$ cat src/sv/bfmd_pkg.sv
package bfmd_pkg;

	// Field widths of the pixel stream and the configuration port.
	localparam int PIX_W      = 32;
	localparam int CH_W       = 8;
	localparam int SUM_W      = 9;
	localparam int NUM_CH     = 4;
	localparam int PAIR_W     = NUM_CH * SUM_W;
	localparam int REG_W      = 13;
	localparam int CFG_IDX_W  = 8;
	localparam int ROW_W      = 12;

	// Height clamp and register reset values.
	localparam logic [REG_W-1:0] HEIGHT_LIMIT = 13'd4096;
	localparam logic [REG_W-1:0] DIM_RESET    = 13'd2;

	// Register indexes of the configuration port.
	localparam logic [CFG_IDX_W-1:0] CFG_SRC_WIDTH  = 8'd0;
	localparam logic [CFG_IDX_W-1:0] CFG_SRC_HEIGHT = 8'd1;

	typedef logic [PIX_W-1:0]  pixel_t;
	typedef logic [PAIR_W-1:0] pair_t;

	// One averaging job handed from the control stage to the averaging stage.
	typedef struct packed {
		logic  valid;
		logic  self_avg;
		logic  last;
		pair_t pair;
	} avg_job_t;

	// Per-channel sum of two pixels, packed as four 9-bit fields.
	function automatic pair_t pair_add(input pixel_t a, input pixel_t b);
		pair_t r;
		r = '0;
		for (int c = 0; c < NUM_CH; c++) begin
			r[c*SUM_W +: SUM_W] = SUM_W'(a[c*CH_W +: CH_W]) + SUM_W'(b[c*CH_W +: CH_W]);
		end
		return r;
	endfunction

	// Adds two packed pair sums per channel and divides each by four.
	function automatic pixel_t quad_average(input pair_t top, input pair_t bottom);
		pixel_t           r;
		logic [SUM_W:0]   s;
		r = '0;
		for (int c = 0; c < NUM_CH; c++) begin
			s = (SUM_W+1)'(top[c*SUM_W +: SUM_W]) + (SUM_W+1)'(bottom[c*SUM_W +: SUM_W]);
			r[c*CH_W +: CH_W] = s[CH_W+1:2];
		end
		return r;
	endfunction

endpackage

$ cat src/sv/bfmd_avg.sv
module bfmd_avg (
	input  logic                clk,
	input  logic                arst_n,
	input  bfmd_pkg::avg_job_t  job,
	input  bfmd_pkg::pair_t     line_pair,
	output logic                take_ok,
	output logic                dst_valid,
	input  logic                dst_ready,
	output bfmd_pkg::pixel_t    mip_texel,
	output logic                last_of_level
);
	import bfmd_pkg::*;

	avg_job_t job_s1;
	logic     out_valid_q;
	pixel_t   out_pixel_q;
	logic     out_last_q;
	logic     out_free;
	logic     move_s1;

	// The output register frees when empty or when its beat is taken.
	assign out_free = !out_valid_q || dst_ready;
	assign move_s1  = job_s1.valid && out_free;
	assign take_ok  = !job_s1.valid || out_free;

	// Stage 1 waits for the line buffer read that was issued with the pixel.
	always_ff @(posedge clk or negedge arst_n) begin
		if (!arst_n) begin
			job_s1 <= '0;
		end else if (take_ok) begin
			job_s1 <= job;
		end
	end

	// Final per-channel add and divide into the output register.
	always_ff @(posedge clk or negedge arst_n) begin
		if (!arst_n) begin
			out_valid_q <= 1'b0;
		end else if (move_s1) begin
			out_valid_q <= 1'b1;
		end else if (dst_ready) begin
			out_valid_q <= 1'b0;
		end
	end

	always_ff @(posedge clk) begin
		if (move_s1) begin
			out_pixel_q <= quad_average(job_s1.self_avg ? job_s1.pair : line_pair, job_s1.pair);
			out_last_q  <= job_s1.last;
		end
	end

	assign dst_valid     = out_valid_q;
	assign mip_texel     = out_pixel_q;
	assign last_of_level = out_last_q;

endmodule

$ cat config.mk
export PLATFORM = sky130hd
export DESIGN_NAME = bfmd_avg
export DESIGN_NICKNAME = d
export VERILOG_FILES = /design/src/sv/bfmd_pkg.sv /design/src/sv/bfmd_avg.sv
export SDC_FILE = /design/constraint.sdc
export NUM_CORES = 1
export LEC_CHECK = 0
export ABC_AREA = 1
export ABC_CLOCK_PERIOD_IN_PS = 3310
export BUFFER_PORTS_ARGS = -buffer_cell sky130_fd_sc_hd__buf_2
export CELL_PAD_IN_SITES_DETAIL_PLACEMENT = 2
export CELL_PAD_IN_SITES_GLOBAL_PLACEMENT = 2
export CORE_MARGIN = 3
export CORE_UTILIZATION = 30
export DETAILED_ROUTE_END_ITERATION = 8
export PLACE_DENSITY_LB_ADDON = 0.1
export SYNTH_ARGS = -nofsm -noshare
export SYNTH_HDL_FRONTEND = slang
export SYNTH_SLANG_ARGS = --single-unit
$ cat constraint.sdc
create_clock -name clk -period 3.31 [get_ports clk]
set_input_delay 0.1655 -clock clk [delete_from_list [all_inputs] [get_ports clk]]
set_output_delay 0.1655 -clock clk [all_outputs]
set_load 0.02 [all_outputs]
; Word level (Yosys, flattened, before mapping)
; Index checks and enable logic that the tools add are counted.
[classes]
n_addsub = 4
n_mul = 0
div_mod_pow = 0
n_lt_le_gt_ge = 0
n_eq_ne = 0
shifts = 0
mux = 3
bitwise = 0
reduce_logical = 6
[ops]
columns = cell, count
row1 = $add A9 B9 Y10, 4
row2 = $mux W36, 1
row3 = $logic_not A1 Y1, 2
row4 = $logic_or A1 B1 Y1, 2
row5 = $mux W1, 2
row6 = $reduce_bool A2 Y1, 1
row7 = $logic_and A1 B1 Y1, 1
[word_totals]
reg_bits = 73
latchBits = 0
ram_bits = 0
romBits = 0
in_bits = 78
output_inout_bits = 35
elab_cells = 20
memories = 0

; Depth between registers and ports, before layout
[depth]
word_depth = 4
mapped_depth = 14
mapped_depth_nobuf = 12

; Worst setup path after synthesis
; OpenSTA, ideal clock, no wires.
[synth_path]
kind = reg-to-reg
startpoint = reg out_valid_q (netlist: dst_valid)
endpoint = reg out_last_q (netlist: last_of_level), enable pin
setup_ns = 0.434
arrival_ns = 2.166
required_ns = 2.876
setup_slack_ns = 0.710
path_stages_with_launch = 2
n_path_buf = 0
synth_period_minus_slack_ns = 2.600
path_cell_list = dfrtp_1 -> a21oi_1
[synth_between]
elab_chain_cells = 3
[synth_lines]
columns = element, line_no
row1 = "start, declared", bfmd_avg.sv:15  ; logic out_valid_q;
row2 = "start signal, assigned", bfmd_avg.sv:38  ; out_valid_q <= 1'b0;
row3 = "start signal, assigned", bfmd_avg.sv:40  ; out_valid_q <= 1'b1;
row4 = "start signal, assigned", bfmd_avg.sv:42  ; out_valid_q <= 1'b0;
row5 = $logic_not A1 Y1, bfmd_avg.sv:22  ; assign out_free = !out_valid_q || dst_ready;
row6 = $logic_or A1 B1 Y1, bfmd_avg.sv:22
row7 = $logic_and A1 B1 Y1, bfmd_avg.sv:23  ; assign move_s1 = job_s1.valid && out_free;
row8 = via move_s1, bfmd_avg.sv:19  ; logic move_s1;
row9 = "end signal, assigned", bfmd_avg.sv:49  ; out_last_q <= job_s1.last;
row10 = "end, declared", bfmd_avg.sv:17  ; logic out_last_q;
; The timed path passes the listed nets, and every way through them passes these cells.
; A chain may end at the register's enable or synchronous reset.

; Worst setup path in the final report
[layout_path]
startpoint = reg job_s1[37] in the netlist's numbering
endpoint = reg out_pixel_q[3] (netlist: mip_texel[3]) (data pin)
[layout_between]
elab_chain_cells = 2
[layout_lines]
columns = element, line_no
row1 = "start, declared", bfmd_avg.sv:14  ; avg_job_t job_s1;
row2 = "start signal, assigned", bfmd_avg.sv:31  ; job_s1 <= job;
row3 = $mux W36, bfmd_avg.sv:48  ; out_pixel_q <= quad_average(job_s1.self_avg ? job_s1.pair : line_pair, job_s1.pair);
row4 = $add A9 B9 Y10, bfmd_pkg.sv:48  ; s = (SUM_W+1)'(top[c*SUM_W +: SUM_W]) + (SUM_W+1)'(bottom[c*SUM_W +: SUM_W]);
row5 = "end signal, assigned", bfmd_avg.sv:48
row6 = "end, declared", bfmd_avg.sv:16  ; pixel_t out_pixel_q;
; No other way between the ends.

==> flow_summary.ini <==
[grt]
grt_max_degree = 50
grt_pass1_vias = 4685
grt_first_pass_wirelength_um = 23000
antenna_found_initial = 1
grt_overflow_total = 0
grt_use_total_pct = 18.1

[min_path]
hold_class = in2reg

[synth]
synthTopCellsByArea = dfrtp_1 23%, edfxtp_1 23%, nand2_1 16%
synth_top_area_share_pct = 23.0
postSynthCellCount = 540
ys_seq_area_share_pct = 45.7
yosysTopAreaCell = dfrtp_1
syn_avg_cell_area_sq_um = 8.07
netlist-cell-type-count = 23
synth_seq_cells = 73
syn_area_sq_um = 4360
syn-num-nets = 650
yosys_warnings = 0

[sta]
fmax_mhz = 382
hold_violations = 0
fin_worst_skew_ps = 4.71
rsz0062_at_grt = false
worstMarginPinSlew_ps = 916
setup_tns_ps = 0
finalCritPeriodShare_pct = 79.0
layout_min_cycle_time_ps = 2620
setup_viol = 0
maxSlewHeadroom_pct = 38.9
drv_slew = 0

[cts]
numCtsBuffers = 9
cts-root-buf = clkbuf_16
clock-sinks = 73
insertion_delay_ps = 350
cts_max_path_buffers = 2
cts_setup_buffers = 0
cts_tree = built
cts.htree.levels = 3
path_clk_slew_ps = 60

[placed_design]
port-buffer-count = 112
dp.final_hpwl_um = 10300
place_congestion = 0.769
dp.cells = 822

[routing]
final_antenna_net_count = 0
via_per_inst = 4.80
drc_errors = 0
num_vias = 4030
wl_um = 13700
wl_per_cell_um = 16.3
drt_first_pass_iters = 4
drt_iter0_drc = 129

[power]
pwr_density_cell_nw_per_um2 = 610
leakagePower_nw = 2.93
ir_drop_mv = 0.472
p_total_mw = 3.35

[floorplan]
dieWidth_um = 127
io_pins = 113
die_h_um = 127
core-area_sq_um = 14000
start_util_pct = 31.0
rows = 43
dieArea_sq_um = 16000

[setup_path]
crit_fanout = 37
crit_arrival_ps = 2720
crit_path_end_kind = flip-flop
crit_path_start_kind = flip-flop
worstSetupPathType = reg2reg
cp.required_ps = 3410

[final_layout]
final_nets = 765
syn_to_final_growth_pct = 26.0
finish.utilization_pct = 39.1
antenna_cells_inserted = 0
drive_above_1_share_pct = 22.1
final_cells = 840

[run_status]
status = finished clean

[flow_run]
maxCapViolations = 0
==> cells by family (layout without fill, tap and decap cells) <==
family | Yosys count | count (layout) | synth area share (%)
AND/OR/NAND/NOR | 218 | 218 | 20.3
AO/OA/AOI/OAI | 100 | 100 | 12.2
buffers and inverters | 99 | 219 | 8.73
flip-flops | 73 | 73 | 45.7
adder cells (fa/ha/maj) | 32 | 32 | 9.19
XOR/XNOR | 13 | 13 | 2.61
multiplexers | 5 | 5 | 1.29
==> flip-flops by register name (all words and copies together) (netlist names) <==
signal	count
job_s1	39
mip_texel	32
dst_valid	1
last_of_level	1
==> final timing paths <==
check | startpoint | to | slack [ps] | depth (start not counted)
max in group asynchronous | arst_n | job_s1[3] | 2130 | 3
max | job_s1[37] | mip_texel[3] | 690 | 11
max reg2reg | job_s1[37] | mip_texel[3] | 690 | 11
min in group asynchronous | arst_n | job_s1[38] | 500 | 2
min reg2reg | job_s1[36] | last_of_level | 440 | 0
min | job[29] | job_s1[29] | 30 | 3
==> worst max-delay path, cell delays in order, from the launching register on <==
cell and delay [ps]:
dfrtp_1 420, inv_2 490, buf_12 260, o21ai_0 110
ha_1 280, nand2_1 50, o21bai_1 270, nand2_1 100
nand2_1 150, nand2_1 90, nand3_1 90, nand2_1 60
==> area by class of cell <==
cell class | count | area (sq um)
clock inverter | 6 | 81.3
timing repair buffer | 118 | 636
clock buffer | 10 | 239
multi-input combinational | 368 | 2000
tap | 180 | 225
fill | 1634 | 8550
sequential | 73 | 1990
inverter | 85 | 319
==> report_power, final <==
part	internal (mW)	switching, mW
clock	0.676	0.410
sequential	1.14	0.0578
combinational	0.372	0.695
==> synth_stat cells <==
master / instances
nand2_1: 180
inv_1: 84
o21ai_0: 71
dfrtp_1: 40
edfxtp_1: 33
ha_1: 32
a21oi_1: 15
nand3_1: 15
xor2_1: 13
clkbuf_1: 12
nor2_1: 8
nor3_1: 7
o21bai_1: 7
mux2_2: 5
a31oi_1: 4
nand2_2: 4
o21a_1: 3
nand3_2: 2
buf_2: 1
buf_6: 1
inv_2: 1
nand2_4: 1
nand4_2: 1
==> timing repair <==
action,4_1_cts,5_1_grt
endpoints found under the hold margin,20,0
hold buffers,2,0
gates resized for setup,0,0
setup endpoints to repair,0,0
==> stage by stage <==
stage,cell area [sq um],worst slack (ps),hold slack [ps]
global placement,5150,808,351
detailed placement,5150,682,366
global route,5490,420,24.2
CTS,5490,633,15.3
finish,5490,694,29.1
floorplan,4360,710,-130
==> per-layer routing <==
layer  track usage (%)  vias to the layer above  part of all wire, %
met5                 0                        -                0.095
met1              20.2                     1978                   42
li1                  -                     1959                    -
met4              6.31                        2                  2.1
met3              4.55                       21                  3.6
met2              33.1                       70                   53
==> layout by cell type (no fill, tap or decap), types with 2 or more instances in the layout <==
cell type / netlist / layout
buf_12: 0 / 2
nand3_1: 15 / 15
o21bai_1: 7 / 7
o21ai_0: 71 / 71
ha_1: 32 / 32
xor2_1: 13 / 13
nand2_2: 4 / 4
mux2_2: 5 / 5
dlygate4sd3_1: 0 / 2
nand2_1: 180 / 180
bufinv_16: 0 / 2
o21a_1: 3 / 3
nor3_1: 7 / 7
dfrtp_1: 40 / 40
a21oi_1: 15 / 14
a31oi_1: 4 / 4
clkbuf_16: 0 / 9
buf_2: 1 / 112
clkinv_2: 0 / 2
edfxtp_1: 33 / 33
nand3_2: 2 / 2
nor2_1: 8 / 8
inv_1: 84 / 84
buf_4: 0 / 2
No activity file was read; power rests on OpenSTA's default activity.
