### src/sv/bfmd_pkg.sv
package bfmd_pkg;

	// Field widths of the pixel stream and the configuration port.
	localparam int PIX_W      = 32;
	localparam int CH_W       = 8;
	localparam int SUM_W      = 9;
	localparam int NUM_CH     = 4;
	localparam int PAIR_W     = NUM_CH * SUM_W;
	localparam int REG_W      = 13;
	localparam int CFG_IDX_W  = 8;
	localparam int ROW_W      = 12;

	// Height clamp and register reset values.
	localparam logic [REG_W-1:0] HEIGHT_LIMIT = 13'd4096;
	localparam logic [REG_W-1:0] DIM_RESET    = 13'd2;

	// Register indexes of the configuration port.
	localparam logic [CFG_IDX_W-1:0] CFG_SRC_WIDTH  = 8'd0;
	localparam logic [CFG_IDX_W-1:0] CFG_SRC_HEIGHT = 8'd1;

	typedef logic [PIX_W-1:0]  pixel_t;
	typedef logic [PAIR_W-1:0] pair_t;

	// One averaging job handed from the control stage to the averaging stage.
	typedef struct packed {
		logic  valid;
		logic  self_avg;
		logic  last;
		pair_t pair;
	} avg_job_t;

	// Per-channel sum of two pixels, packed as four 9-bit fields.
	function automatic pair_t pair_add(input pixel_t a, input pixel_t b);
		pair_t r;
		r = '0;
		for (int c = 0; c < NUM_CH; c++) begin
			r[c*SUM_W +: SUM_W] = SUM_W'(a[c*CH_W +: CH_W]) + SUM_W'(b[c*CH_W +: CH_W]);
		end
		return r;
	endfunction

	// Adds two packed pair sums per channel and divides each by four.
	function automatic pixel_t quad_average(input pair_t top, input pair_t bottom);
		pixel_t           r;
		logic [SUM_W:0]   s;
		r = '0;
		for (int c = 0; c < NUM_CH; c++) begin
			s = (SUM_W+1)'(top[c*SUM_W +: SUM_W]) + (SUM_W+1)'(bottom[c*SUM_W +: SUM_W]);
			r[c*CH_W +: CH_W] = s[CH_W+1:2];
		end
		return r;
	endfunction

endpackage

### src/sv/bfmd_ctrl.sv
module bfmd_ctrl #(
	parameter int MAX_WIDTH = 4096,
	parameter int ADDR_W    = 11
) (
	input  logic                       clk,
	input  logic                       arst_n,
	input  logic                       accept,
	input  bfmd_pkg::pixel_t           texel,
	input  logic                       cfg_write,
	input  logic [bfmd_pkg::CFG_IDX_W-1:0] cfg_index,
	input  logic [bfmd_pkg::REG_W-1:0] cfg_data,
	output logic                       ram_wr_en,
	output logic                       ram_rd_en,
	output logic [ADDR_W-1:0]          ram_addr,
	output bfmd_pkg::pair_t            ram_wr_data,
	output bfmd_pkg::avg_job_t         job
);
	import bfmd_pkg::*;

	localparam int COL_W = $clog2(MAX_WIDTH);
	localparam int CMP_W = (COL_W + 1 > REG_W) ? COL_W + 1 : REG_W;

	logic [REG_W-1:0] src_width_q;
	logic [REG_W-1:0] src_height_q;
	pixel_t           hold_q;
	logic [COL_W-1:0] col_q;
	logic [ROW_W-1:0] row_q;

	logic [REG_W-1:0] eff_w;
	logic [REG_W-1:0] eff_h;
	logic [REG_W-1:0] dst_w;
	logic [REG_W-1:0] dst_h;
	logic             w_one;
	logic             h_one;
	logic [CMP_W-1:0] col_inc;
	logic [REG_W-1:0] row_inc;
	logic             col_last;
	logic             row_last;
	logic             have_pair;
	logic             emit;
	logic             last;
	pair_t            pair;

	// Effective dimensions after clamping the registers.
	always_comb begin
		priority if (src_width_q == '0) begin
			eff_w = REG_W'(1);
		end else if (32'(src_width_q) > MAX_WIDTH) begin
			eff_w = REG_W'(MAX_WIDTH);
		end else begin
			eff_w = src_width_q;
		end
		priority if (src_height_q == '0) begin
			eff_h = REG_W'(1);
		end else if (src_height_q > HEIGHT_LIMIT) begin
			eff_h = HEIGHT_LIMIT;
		end else begin
			eff_h = src_height_q;
		end
		w_one = (eff_w == REG_W'(1));
		h_one = (eff_h == REG_W'(1));
		dst_w = w_one ? REG_W'(1) : (eff_w >> 1);
		dst_h = h_one ? REG_W'(1) : (eff_h >> 1);
	end

	// Position decode, pair sum and line buffer requests for the incoming pixel.
	always_comb begin
		col_inc   = CMP_W'(col_q) + CMP_W'(1);
		row_inc   = REG_W'(row_q) + REG_W'(1);
		col_last  = (col_inc >= CMP_W'(eff_w));
		row_last  = (row_inc >= eff_h);
		have_pair = w_one || col_q[0];
		pair      = pair_add(w_one ? texel : hold_q, texel);
		ram_addr  = ADDR_W'(col_q >> 1);
		emit      = have_pair && (h_one || row_q[0]);
		last      = ((CMP_W'(ram_addr) + CMP_W'(1)) == CMP_W'(dst_w)) &&
		            ((REG_W'(row_q >> 1) + REG_W'(1)) == dst_h);

		ram_wr_en   = accept && have_pair && !h_one && !row_q[0] && !row_last;
		ram_rd_en   = accept && have_pair && !h_one && row_q[0];
		ram_wr_data = pair;

		job.valid    = accept && emit;
		job.self_avg = h_one;
		job.last     = last;
		job.pair     = pair;
	end

	// Configuration registers; any write restarts the level.
	always_ff @(posedge clk or negedge arst_n) begin
		if (!arst_n) begin
			src_width_q  <= DIM_RESET;
			src_height_q <= DIM_RESET;
		end else if (cfg_write) begin
			if (cfg_index == CFG_SRC_WIDTH) begin
				src_width_q <= cfg_data;
			end
			if (cfg_index == CFG_SRC_HEIGHT) begin
				src_height_q <= cfg_data;
			end
		end
	end

	// Raster position and the held even-column pixel.
	always_ff @(posedge clk or negedge arst_n) begin
		if (!arst_n) begin
			col_q  <= '0;
			row_q  <= '0;
			hold_q <= '0;
		end else if (cfg_write) begin
			col_q  <= '0;
			row_q  <= '0;
			hold_q <= '0;
		end else if (accept) begin
			if (!col_q[0] && !col_last) begin
				hold_q <= texel;
			end
			if (col_last) begin
				col_q <= '0;
				row_q <= row_last ? '0 : ROW_W'(row_inc);
			end else begin
				col_q <= COL_W'(col_inc);
			end
		end
	end

endmodule

### config.mk
export PLATFORM = sky130hd
export DESIGN_NAME = bfmd_ctrl
export DESIGN_NICKNAME = d
export VERILOG_FILES = /design/src/sv/bfmd_pkg.sv /design/src/sv/bfmd_ctrl.sv
export SDC_FILE = /design/constraint.sdc
export NUM_CORES = 1
export LEC_CHECK = 0
export ABC_CLOCK_PERIOD_IN_PS = 10900
export BUFFER_PORTS_ARGS = -buffer_cell sky130_fd_sc_hd__buf_2
export CORE_ASPECT_RATIO = 1.25
export CORE_UTILIZATION = 62
export DETAILED_ROUTE_END_ITERATION = 8
export GPL_TIMING_DRIVEN = 0
export PLACE_DENSITY = 0.88
export SETUP_SLACK_MARGIN = 0.2
export SLEW_MARGIN = 20
export SYNTH_ARGS = -nofsm -noshare
export SYNTH_HDL_FRONTEND = slang
export SYNTH_SLANG_ARGS = --single-unit
### constraint.sdc
create_clock -name clk -period 10.9 [get_ports clk]
set_clock_uncertainty 0.1 [all_clocks]
set_input_delay 2.18 -clock clk [delete_from_list [all_inputs] [get_ports clk]]
set_output_delay 2.18 -clock clk [all_outputs]
set_load 0.1 [all_outputs]
== Yosys cells after proc, flatten, opt, wreduce, memory -nomap -nowiden ==
Index checks and enable logic that the tools add are counted.
Storage, ports and cells
  register bits: 82
  input bits: 57
Cells by class
  add/sub/neg operators: 8
  $lt $le $gt $ge: 4
  equal/unequal tests: 5
  mux-type cells: 17
  reduce and logical (&&, ||, !) cells: 26
Operator list (count)
  two-way mux 32 bit: 4
  two-way mux 12 bit: 9
  two-way mux 13 bit: 4
  adder 8 x 8 -> 9 bit: 4
  adder 12 x 1 -> 13 bit (second input constant): 2
  == test 13 x 1 -> 1 bit (second input constant): 2
  >= comparator 13 bit: 2
  > comparator 13 bit (second input constant): 2
  logical NOT 13 bit: 2
  adder 11 x 1 -> 12 bit (second input constant): 2
  == test 12 bit: 2
  logical AND 1 bit: 9
  == test 8 x 1 -> 1 bit (second input constant): 1
  logical NOT 8 bit: 1
  AND reduction 2 bit: 4
  nonzero test 2 bit: 3
  logical NOT 1 bit: 5
  logical OR 1 bit: 2

== Logic depth before layout (Yosys ltp) ==
Gate-level depths: netlist of the first run.
  word-level depth: 9
  mapped depth: 16
  mapped depth without buffers: 13

== Worst setup path after synthesis of the first run ==
OpenSTA, ideal clock, no wires.
  kind: input -> output
  start: in texel[8]
  end: out ram_wr_data[17]
  arrival time: 6.100 ns
  data required time: 8.620 ns
  slack: 2.520 ns
  cell stages on the path: 11
  cells stage by stage: mux2_2 > ha_1 > inv_1 > fa_1 > nor2b_1 > o21ai_0 > nand2b_1 > a21o_1 > a21oi_1 > o21ai_0 > buf_4
RTL lines
  start, declared: line bfmd_ctrl.sv:8  | input bfmd_pkg::pixel_t texel,
  end, declared: line bfmd_ctrl.sv:15  | output bfmd_pkg::pair_t ram_wr_data,

== Final worst setup path of the first run ==
  start: reg src_width_q[2]
  end: out ram_wr_data[7]
Between the ends
  word-level cells in the longest chain between the ends: 6
  elaborated cells between the ends (all ways): 7
  those cells by class: add/sub (1); order compare (1); eq/ne (1); mux (3); reduce/logical (1)
Ends and longest elaborated chain
  start, declared: line bfmd_ctrl.sv:23  | logic [REG_W-1:0] src_width_q;
  start signal, assigned: line bfmd_ctrl.sv:96  | src_width_q <= cfg_data;
  > comparator 13 bit: line bfmd_ctrl.sv:48  | end else if (32'(src_width_q) > MAX_WIDTH) begin
  two-way mux 13 bit: line bfmd_ctrl.sv:48
  two-way mux 13 bit *: line bfmd_ctrl.sv:46  | priority if (src_width_q == '0) begin
  == test 13 x 1 -> 1 bit *: line bfmd_ctrl.sv:60  | w_one = (eff_w == REG_W'(1));
  two-way mux 32 bit *: line bfmd_ctrl.sv:73  | pair = pair_add(w_one ? texel : hold_q, texel);
  adder 8 x 8 -> 9 bit *: line bfmd_pkg.sv:37  | r[c*SUM_W +: SUM_W] = SUM_W'(a[c*CH_W +: CH_W]) + SUM_W'(b[c*CH_W +: CH_W]);
Mark *: on every way between the ends. The rest lies on a longest branch, timed or not.

==> results of run 1 <==
## worst max-delay path by stage
| stage | slack [ns] | end | start |
|---|---|---|---|
| 4_1_cts | 4.00 | ram_wr_data[7] | src_width_q[2]$_DFFE_PN0P_ |
| 6_report | 3.95 | ram_wr_data[7] | src_width_q[2]$_DFFE_PN0P_ |
| 3_3_place_gp | 4.09 | ram_wr_data[7] | texel[1] |
| 3_5_place_dp | 4.04 | ram_wr_data[7] | texel[1] |
| 5_1_grt | 3.71 | ram_wr_data[15] | src_width_q[2]$_DFFE_PN0P_ |
| 2_1_floorplan | 2.52 | ram_wr_data[17] | texel[8] |
## cells in the final DEF, fill, tap and decap left out, types with 3 or more instances in the layout
cell,instances
nor3b_1,3
o22ai_1,4
o211ai_1,6
clkbuf_1,22
nand3_1,22
nand2b_1,86
xnor2_1,42
buf_4,52
a211oi_1,3
a22oi_1,3
o32ai_1,3
buf_2,154
nand2_1,56
a21oi_1,33
o41a_1,3
o21ai_0,22
nor2b_1,10
nor4_1,8
mux2_2,57
dfrtp_1,80
nor2_1,29
nor4b_1,3
o2111ai_1,9
and3_1,5
mux2i_1,34
clkbuf_16,9
ha_1,63
o21ai_1,4
nand4_1,14
or3_1,6
inv_1,29
nor3_1,14
o21a_1,10
a21o_1,11
a31oi_1,6
fa_1,4
xor2_1,21
## stage by stage
stage               area [sq um]  cells  power [mW]
floorplan                   7520    825       0.931
global placement            8440   1129        1.03
detailed placement          8470   1130        1.04
CTS                         8810   1146        1.38
global route                8810   1146        1.43
finish                      8810   1146        1.38
## where the power goes
part           internal (mW)  switching, mW
registers              0.318         0.0135
clock network          0.214          0.131
logic                  0.163          0.541
total                  0.695          0.685
## metal layers
metal  vias up  GRT usage
met2       207      0.551
met1      3137      0.347
met5         -          0
li1       3179          -
met3        49     0.0492
met4         0      0.161
## synthesized netlist by cell type, types with 4 or more instances
library cell and count:
nor2b_1 10, fa_1 4, a31oi_1 6, o2111ai_1 9, o21ai_1 4, mux2i_1 34
dfrtp_1 80, a21oi_1 33, o22ai_1 4, ha_1 63, a21o_1 11, o21a_1 10
xor2_1 21, nand2_1 56, or3_1 6, nor3_1 14, nor4_1 8, nand4_1 14
xnor2_1 42, nand2b_1 86, buf_2 12, inv_1 29, mux2_2 57, nor2_1 29
nand3_1 22, o21ai_0 22, clkbuf_1 22, buf_4 51, and3_1 5, o211ai_1 6
## cell families (layout without fill, tap and decap cells)
group | count (synthesis) | in the layout | share of synthesized area
buffers and inverters | 119 | 279 | 0.0878
AO/OA/AOI/OAI | 133 | 133 | 0.121
XOR/XNOR | 65 | 65 | 0.0793
AND/OR/NAND/NOR | 268 | 268 | 0.193
multiplexers | 91 | 91 | 0.131
flip-flops | 82 | 82 | 0.273
adder cells (fa/ha/maj) | 67 | 67 | 0.115
## cell type report
type / count / area share
Buffer: 88 / 0.0618
Timing Repair Buffer: 144 / 0.0846
Tap cell: 161 / 0.0229
Inverter: 31 / 0.0132
Clock buffer: 11 / 0.0287
Clock inverter: 5 / 0.00966
Sequential cell: 82 / 0.233
Multi-Input combinational cell: 624 / 0.546
## flip-flops by register name, summed over array words and instances, names as in the netlist
| register | flops |
|---|---|
| row_q | 12 |
| src_height_q | 13 |
| col_q | 12 |
| hold_q | 32 |
| src_width_q | 13 |
## critical path: stages, from the launching register on
cell,delay (ns)
dfrtp_1,0.44
nor4_1,0.36
and3_1,0.32
and2_1,0.15
clkbuf_1,0.30
buf_2,0.36
mux2_2,0.39
ha_1,0.27
a21o_1,0.16
a21oi_1,0.24
nor2b_1,0.08
o21a_1,0.20
o41a_1,0.34
xor2_1,0.17
buf_4,0.13
buf_2,0.41
==> metrics.csv, run 1 <==
metric,value,unit
Post-Route M1 WL,7280,um
clk buf depth,2,
Min-Delay Endpoint,src_height_q[0]$_DFFE_PN0P_,
synthesis-to-layout area growth,17.1,%
Post-Synthesis Cells,825,
number of cell rows,44,
clock sinks,82,
share of cells above drive strength 1,0.299,
worst min path class,flop to flop,
total gr overflow,0,
cts hold-fix bufs,0,
Setup WS post-layout,3.95,ns
Post-DP HPWL,14900,um
Area contributors post-synth,"dfrtp_1 (27%), ha_1 (10%), mux2_2 (8.5%)",
R2R setup slack,6.99,ns
YS warnings,0,
R2R depth,13,
initial core utilization,0.642,
htree depth,3,
Hold Path Depth,1,
fill count,870,
Crit Path Max Fanout,10,
vias,6572,
Cell Pwr Density,157,mW/mm^2
post-CTS resize count,0,
port bufs,143,
Syn Area/Cell,9.12,sq um
fin crit share,0.637,
syn_nets,949,
Fmax,0.144,GHz
max layer used,met4,
RSZ-0062 raised after global routing,false,
"Cell Area, Synth",0.00752,sq mm
Worst EP required,8.62,ns
Routed Antenna Nets,0,
Reg area,0.00205,sq mm
WL met3,1010,um
hold slack,0.408,ns
initial antenna violation count,1,
met2 WL,9630,um
Yosys reg bits,82,
LEAKAGE,4.26,nW
drt wl/cell,16.2,um
Final Hold Viols,0,
minimum clock period,6.95,ns
post-synth top area cell,dfrtp_1,
total global-route track usage,0.308,
"Clk Latency, worst-skew pair",0.35,ns
max-capacitance violation count,0,
via density per instance,5.73,
DRT Pass-1 Iters,4,
"Setup violations, final",0,
Synth cell types,67,
Crit. End Element,output port,
Final Slew Violations,0,
Post-CTS Setup Inserts,0,
CP Launch Type,flop,
Worst R2R End,hold_q[27]$_DFFE_PN0P_,
Least-Margin Pin Slew,0.878,ns
antenna cells,0,
"Clk pin slew, worst setup/hold paths",0.06,ns
# IOs,145,
asr flop ratio synth,1.00,
kind of critical path,flop to output port,
CTS tree,built,
reg2reg start,col_q[1]$_DFFE_PN0P_,
Worst EP arrival,4.67,ns
Nets,1104,
Peak VDD IR,0.000195,V
top-area cell type share of the netlist area,0.266,
Most used DFF post-synth,dfrtp_1,
Post-synth EDFFs,0,
Core ar.,0.0117,sq mm
Die W,101,um
area of the multi-input gates,0.00481,sq mm
CTS buffer count,9,
first-pass GRT wire length,30500,um
die area,0.0126,sq mm
die height,125,um
Root Buffer,clkbuf_16,
Routability Congestion,0.953,
largest net degree at the start of global routing,58,
DRC viols,0,
post-layout util,0.751,
Slew HR,0.406,
setup TNS,0,ns
1st-iter DRT viols,363,
register area share after synthesis,0.273,
vias in the first global route,6486,
Hold Crit Start,src_height_q[0]$_DFFE_PN0P_,
dpl ws,4.04,ns
status,"complete, no violations",
Total Wirelength,18600,um
No activity file was read; power rests on OpenSTA's default activity.
==> inputs of run 2 (changes only) <==
--- a/config.mk
+++ b/config.mk
@@ -5,13 +5,13 @@
 export SDC_FILE = /design/constraint.sdc
 export NUM_CORES = 1
 export LEC_CHECK = 0
-export ABC_CLOCK_PERIOD_IN_PS = 10900
+export ABC_CLOCK_PERIOD_IN_PS = 6000
 export BUFFER_PORTS_ARGS = -buffer_cell sky130_fd_sc_hd__buf_2
 export CORE_ASPECT_RATIO = 1.25
-export CORE_UTILIZATION = 62
+export CORE_UTILIZATION = 52
 export DETAILED_ROUTE_END_ITERATION = 8
 export GPL_TIMING_DRIVEN = 0
-export PLACE_DENSITY = 0.88
+export PLACE_DENSITY = 0.79
 export SETUP_SLACK_MARGIN = 0.2
 export SLEW_MARGIN = 20
 export SYNTH_ARGS = -nofsm -noshare
==> constraint.sdc (replaced) <==
create_clock -name clk -period 6 [get_ports clk]
set_clock_uncertainty 0.1 [all_clocks]
set_input_delay 1.2 -clock clk [delete_from_list [all_inputs] [get_ports clk]]
set_output_delay 1.2 -clock clk [all_outputs]
set_load 0.1 [all_outputs]
==> run 2 against run 1 <==
Net effect:
- non-clock buffer count unchanged
- count of clock-buffer cells in the layout is 1 higher
- sequential cell count is the same
- cell area rose by 1.5%
- routed wire length fell by 1.5%
- register-to-register slack worse by 4.9 ns
- critical path depth unchanged
- setup slack got worse by 3.5 ns
- global-route usage decreased by 5.2 points
- largest power group unchanged
- highest routed layer unchanged
==> metrics.csv, run 2 (synthesized netlist as in run 1, its figures left out) <==
metric,value,unit,change
status,"complete, no violations",,
"Clk Latency, worst-skew pair",0.35,ns,about the same
total global-route track usage,0.256,,-0.0523
Slew HR,0.330,,-0.0769
Post-DP HPWL,14500,um,-3.1%
Hold Crit Start,src_height_q[0]$_DFFE_PN0P_,,
dpl ws,0.460,ns,-3.58 ns
largest registers,"hold_q x32, src_height_q x13, src_width_q x13",,
Least-Margin Pin Slew,0.992,ns,+0.114 ns
Worst R2R End,hold_q[22]$_DFFE_PN0P_,,
Peak VDD IR,0.000252,V,+29%
Routed Antenna Nets,0,,unchanged
fill count,1199,,+38%
Post-Layout Cell Count,1160,,+1.2%
port bufs,143,,unchanged
CP Launch Type,flop,,
Final Slew Violations,0,,unchanged
R2R depth,13,,unchanged
via density per instance,5.61,,-2.2%
hold slack,0.425,ns,+0.0173 ns
Tot Pwr,2.48,mW,+79%
"Setup violations, final",0,,unchanged
first-pass GRT wire length,29900,um,-2.1%
die height,136,um,+9.0%
DRC viols,0,,unchanged
DRT Pass-1 Iters,5,,+1
clock sinks,82,,unchanged
Worst EP required,4.70,ns,-3.92 ns
htree depth,3,,unchanged
reg2reg start,col_q[1]$_DFFE_PN0P_,,
antenna cells,0,,unchanged
minimum clock period,5.57,ns,
fin crit share,0.929,,
CTS buffer count,9,,unchanged
Total Wirelength,18300,um,-1.5%
Worst EP arrival,4.27,ns,-0.40 ns
"Clk pin slew, worst setup/hold paths",0.06,ns,about the same
synthesis-to-layout area growth,18.8,%,
Core ar.,0.0140,sq mm,+19%
worst min path class,flop to flop,,
Die W,110,um,+9.0%
most frequent cells in the layout,"buf_2 (141), nand2b_1 (86), dfrtp_1 (80)",,
number of cell rows,48,,+9.1%
R2R setup slack,2.10,ns,-4.89 ns
Inst Count DP,1144,,+1.2%
max FFs per register,32,,unchanged
initial antenna violation count,0,,-1
largest net degree at the start of global routing,46,,-21%
LEAKAGE,4.31,nW,+1.2%
Root Buffer,clkbuf_16,,
Routability Congestion,0.920,,-3.5%
Crit Path Max Fanout,10,,unchanged
Crit. End Element,output port,,
Setup WS post-layout,0.427,ns,-3.53 ns
Nets,1104,,unchanged
Post-CTS Setup Inserts,0,,unchanged
CP startpoint,src_width_q[4]$_DFFE_PN0P_,,
share of cells above drive strength 1,0.318,,+0.0183
"most common cell after layout, fill and taps aside",buf_2,,
RSZ-0062 raised after global routing,true,,
Final Hold Viols,0,,unchanged
initial core utilization,0.538,,-0.104
vias in the first global route,6412,,-1.1%
most flop-heavy register,hold_q,,
kind of critical path,flop to output port,,
1st-iter DRT viols,306,,-16%
setup TNS,0,ns,unchanged
max-capacitance violation count,0,,unchanged
drt wl/cell,15.8,um,-2.7%
Min-Delay Endpoint,src_height_q[0]$_DFFE_PN0P_,,
clk buf depth,2,,unchanged
die area,0.0150,sq mm,+19%
total gr overflow,0,,unchanged
CTS tree,built,,
Cell Pwr Density,277,mW/mm^2,+77%
Fmax,0.179,GHz,
# IOs,145,,unchanged
vias,6507,,-0.99%
Hold Path Depth,1,,unchanged
==> run 2: metrics by stage <==
stage / instance area (sq um) / utilization
2_1_floorplan: 7620 / -
3_3_place_gp: 8560 / 0.612
3_5_place_dp: 8590 / 0.614
4_1_cts: 8910 / 0.637
5_1_grt: 8940 / 0.639
6_report: 8940 / 0.639
==> run 2: final cells by class <==
class / count / area, sq um / area share
Clock buffer: 12 / 256 / 0.0287
Tap cell: 175 / 219 / 0.0245
Timing Repair Buffer: 144 / 773 / 0.0865
Sequential cell: 82 / 2050 / 0.230
Multi-Input combinational cell: 624 / 4920 / 0.550
Inverter: 31 / 116 / 0.0130
Buffer: 88 / 551 / 0.0616
Clock inverter: 4 / 50.0 / 0.00560
==> run 2: worst max path at each step <==
stage / endpoint / slack (ns) / cells past startpoint
finish: ram_wr_data[16] / 0.43 / 15
CTS: ram_wr_data[33] / 0.18 / 17
global route: ram_wr_data[33] / 0.18 / 17
floorplan: ram_wr_data[14] / 0.16 / 13
global placement: ram_wr_data[6] / 0.52 / 17
detailed placement: ram_wr_data[6] / 0.46 / 17
==> run 2: worst max-delay path: stages, from the launching register on <==
cell,delay (ns)
dfrtp_1,0.45
nor4_1,0.28
and3_1,0.27
and2_1,0.17
clkbuf_2,0.21
clkbuf_4,0.27
mux2_2,0.35
ha_1,0.20
a21o_1,0.18
a21oi_1,0.22
nor2b_1,0.08
o21a_1,0.19
o41a_1,0.34
xor2_2,0.17
buf_4,0.13
buf_2,0.41
==> run 2: repair_timing <==
item                                    CTS  global route
hold buffers                              0             0
cloned                                    0             0
endpoints found under the hold margin     0             0
resized for setup                         8            10
endpoints found under the setup margin    8            26
==> run 2: routing by layer <==
layer	vias up	routed length, um	GRT usage
met4	0	489	0.0985
met1	3088	7370	0.292
li1	3179	-	-
met3	36	956	0.0467
met5	-	0	0
met2	204	9510	0.466
==> run 2: power by group <==
group	switching [mW]	internal [mW]	total [mW]
logic	0.990	0.315	1.30
registers	0.0237	0.578	0.602
clock network	0.225	0.345	0.570
total	1.24	1.24	2.48
==> inputs of run 3 (changes only) <==
--- a/config.mk
+++ b/config.mk
@@ -5,13 +5,14 @@
 export SDC_FILE = /design/constraint.sdc
 export NUM_CORES = 1
 export LEC_CHECK = 0
+export ABC_AREA = 1
 export ABC_CLOCK_PERIOD_IN_PS = 6000
 export BUFFER_PORTS_ARGS = -buffer_cell sky130_fd_sc_hd__buf_2
 export CORE_ASPECT_RATIO = 1.25
-export CORE_UTILIZATION = 52
+export CORE_UTILIZATION = 51
 export DETAILED_ROUTE_END_ITERATION = 8
 export GPL_TIMING_DRIVEN = 0
-export PLACE_DENSITY = 0.79
+export PLACE_DENSITY = 0.78
 export SETUP_SLACK_MARGIN = 0.2
 export SLEW_MARGIN = 20
 export SYNTH_ARGS = -nofsm -noshare
==> run 3 against run 2 <==
Net effect:
- final cell count rose by 15%
- synthesized cell count rose by 22%
- core utilization fell by 1.2 points
- critical path type unchanged
- highest routed layer unchanged
==> metrics.csv, run 3 <==
metric,value,unit,change
status,"complete, no violations",,
synthesis-to-layout area growth,18.7,%,
Die W,107,um,-2.0%
vias,6923,,+6.4%
1st-iter DRT viols,370,,+21%
initial antenna violation count,0,,unchanged
max-capacitance violation count,0,,unchanged
asr flop ratio synth,1.00,,unchanged
"Clk pin slew, worst setup/hold paths",0.06,ns,about the same
Final Slew Violations,0,,unchanged
post-synth top area cell,dfrtp_1,,
syn_nets,1130,,+19%
Post-synth EDFFs,0,,unchanged
Post-CTS Setup Inserts,0,,unchanged
clock sinks,82,,unchanged
R2R setup slack,2.46,ns,+0.36 ns
Root Buffer,clkbuf_16,,
share of cells above drive strength 1,0.207,,-0.111
drt wl/cell,13.2,um,-16%
die height,134,um,-2.0%
most flop-heavy register,hold_q,,
"Cell Area, Synth",0.00709,sq mm,-5.8%
kind of critical path,flop to output port,,
Syn Area/Cell,7.04,sq um,-23%
port bufs,144,,+0.70%
# IOs,145,,unchanged
register area share after synthesis,0.290,,+0.0169
top-area cell type share of the netlist area,0.283,,+0.0165
Final Hold Viols,0,,unchanged
Synth cell types,35,,-48%
Total Wirelength,17700,um,-3.3%
die area,0.0144,sq mm,-3.9%
CTS tree,built,,
met2 Use GR,0.457,,-0.00947
GR Util met3,0.0345,,-0.0122
Post-Synthesis Cells,1006,,+22%
CP Launch Type,flop,,
Fmax,0.183,GHz,+1.8%
clk buf depth,2,,unchanged
Most used DFF post-synth,dfrtp_1,,
crit path buf inv count,5,,+1
fill count,1239,,+3.3%
max FFs per register,32,,unchanged
total global-route track usage,0.251,,-0.00474
"Clk Latency, worst-skew pair",0.34,ns,about the same
CP max stage delay,0.43,ns,-0.02 ns
largest net degree at the start of global routing,48,,+4.3%
setup TNS,0,ns,unchanged
Crit Path Max Fanout,10,,unchanged
Routability Congestion,0.979,,+6.4%
vias in the first global route,6216,,-3.1%
Yosys reg bits,82,,unchanged
busiest layer in global routing,met2,,
Core ar.,0.0134,sq mm,-4.2%
htree depth,3,,unchanged
Worst EP arrival,4.17,ns,-0.10 ns
number of cell rows,47,,-2.1%
RSZ-0062 raised after global routing,true,,
DRC viols,0,,unchanged
crit-path cells,nor2_1 -> nand2_1 -> nor2_2 -> nand2_2 -> nand2_4 -> nand3_1 -> inv_1 -> nand4_2 -> buf_4 -> clkbuf_2 -> o21ai_0 -> ha_1 -> a21oi_1 -> nand2_1 -> a21o_1 -> a21oi_1 -> nor2_1 -> o21ai_0 -> nand2_1 -> xor2_2 -> buf_4 -> buf_2,,
initial core utilization,0.528,,-0.00927
antenna cells,0,,unchanged
minimum clock period,5.47,ns,-0.100 ns
first-pass GRT wire length,28500,um,-4.6%
Least-Margin Pin Slew,0.559,ns,-0.433 ns
fin crit share,0.912,,-0.0167
Nets,1286,,+16%
CTS buffer count,9,,unchanged
top-count cell post-synth,nand2_1,,
"Setup violations, final",0,,unchanged
Routed Antenna Nets,0,,unchanged
CP most frequent cell,nand2_1,,
Critical-path top delay cell,dfrtp_1,,
most frequent cells in the layout,"nand2_1 (217), inv_1 (176), buf_2 (146)",,
YS warnings,0,,unchanged
grt met1 use,0.295,,+0.00306
Crit. End Element,output port,,
largest registers,"hold_q x32, src_height_q x13, src_width_q x13",,
critical path's top delay family,simple AND/OR/NAND/NOR gates,,
"most common cell after layout, fill and taps aside",nand2_1,,
Worst EP required,4.70,ns,about the same
worst min path class,flop to flop,,
total gr overflow,0,,unchanged
via density per instance,5.17,,-7.8%
Slew HR,0.626,,+0.296
Area contributors post-synth,"dfrtp_1 (28%), nand2_1 (11%), ha_1 (11%)",,
Commonest cells post-synth,"nand2_1 (217), inv_1 (176), o21ai_0 (112)",,
Post-DP HPWL,14300,um,-1.2%
DRT Pass-1 Iters,5,,unchanged
-- run 3: cell count changes in the layout (fill, tap and decap cells not counted), sizes merged, moves of 51 or more --
cell and change:
inv +146, nor2 +51, nand2 +164, o21ai +89, mux2 -57, nand2b -87
-- run 3: cell families after synthesis --
family | share of synthesized area
simple gates | 0.215
buf+inv | 0.162
compound gates | 0.152
flops | 0.290
fa+ha+maj | 0.123
xor+xnor | 0.0593
-- run 3: final timing paths --
path | cells after the start | startpoint | end
max | 22 | src_width_q[6]$_DFFE_PN0P_ | ram_wr_data[16]
min | 2 | src_height_q[0]$_DFFE_PN0P_ | src_height_q[0]$_DFFE_PN0P_
max reg2reg | 15 | row_q[2]$_DFFE_PN0P_ | row_q[2]$_DFFE_PN0P_
min reg2reg | 2 | src_height_q[0]$_DFFE_PN0P_ | src_height_q[0]$_DFFE_PN0P_
max in group asynchronous | 2 | arst_n | hold_q[18]$_DFFE_PN0P_
min in group asynchronous | 1 | arst_n | src_width_q[8]$_DFFE_PN0P_
-- run 3: layout make-up --
type / instances / area (sq um) / share of cell area
plain buffers: 72 / 488 / 0.0580
clock buffers: 12 / 236 / 0.0281
clock inverters: 4 / 45.0 / 0.00536
inverters: 176 / 661 / 0.0786
multi-input cells: 676 / 3940 / 0.468
flip-flops and latches: 82 / 2050 / 0.244
well taps: 171 / 214 / 0.0254
repair buffers: 145 / 773 / 0.0920
-- run 3: metrics by stage --
step / util / hold slack (ns) / setup slack [ns] / cells / cell area, sq um
2_1_floorplan: - / 0.375 / 0.249 / 1006 / 7140
3_3_place_gp: 0.602 / 0.394 / 0.719 / 1321 / 8070
3_5_place_dp: 0.604 / 0.402 / 0.671 / 1322 / 8100
4_1_cts: 0.625 / 0.418 / 0.270 / 1338 / 8380
5_1_grt: 0.627 / 0.444 / 0.181 / 1338 / 8410
6_report: 0.627 / 0.412 / 0.527 / 1338 / 8410
-- run 3: repair_timing --
item,in CTS,in global routing
hold buffers,0,0
resized for setup,0,17
setup endpoints to repair,0,15
-- run 3: worst reg2reg max path, cell delays in order, from the launching register on --
cell and delay [ns]:
dfrtp_1 0.43, ha_1 0.22, nand2_1 0.10, nor2_1 0.23
nand4_1 0.15, xor2_1 0.27, inv_1 0.06, o21ai_0 0.25
inv_1 0.09, ha_1 0.31, nand2_1 0.08, o21ai_0 0.10
a21oi_1 0.17, nand4_1 0.18, nand3b_1 0.45, o21ai_0 0.27
-- run 3: per-layer routing --
layer / vias to the layer above / routed length (um)
li1: 3494 / -
met1: 3176 / 7490
met2: 213 / 8900
met3: 40 / 848
met4: 0 / 482
met5: - / 0
Power of run 3 is left out: the tool's default activity adds up to more than one toggle a clock period on the data nets, which glitch-free logic cannot reach.
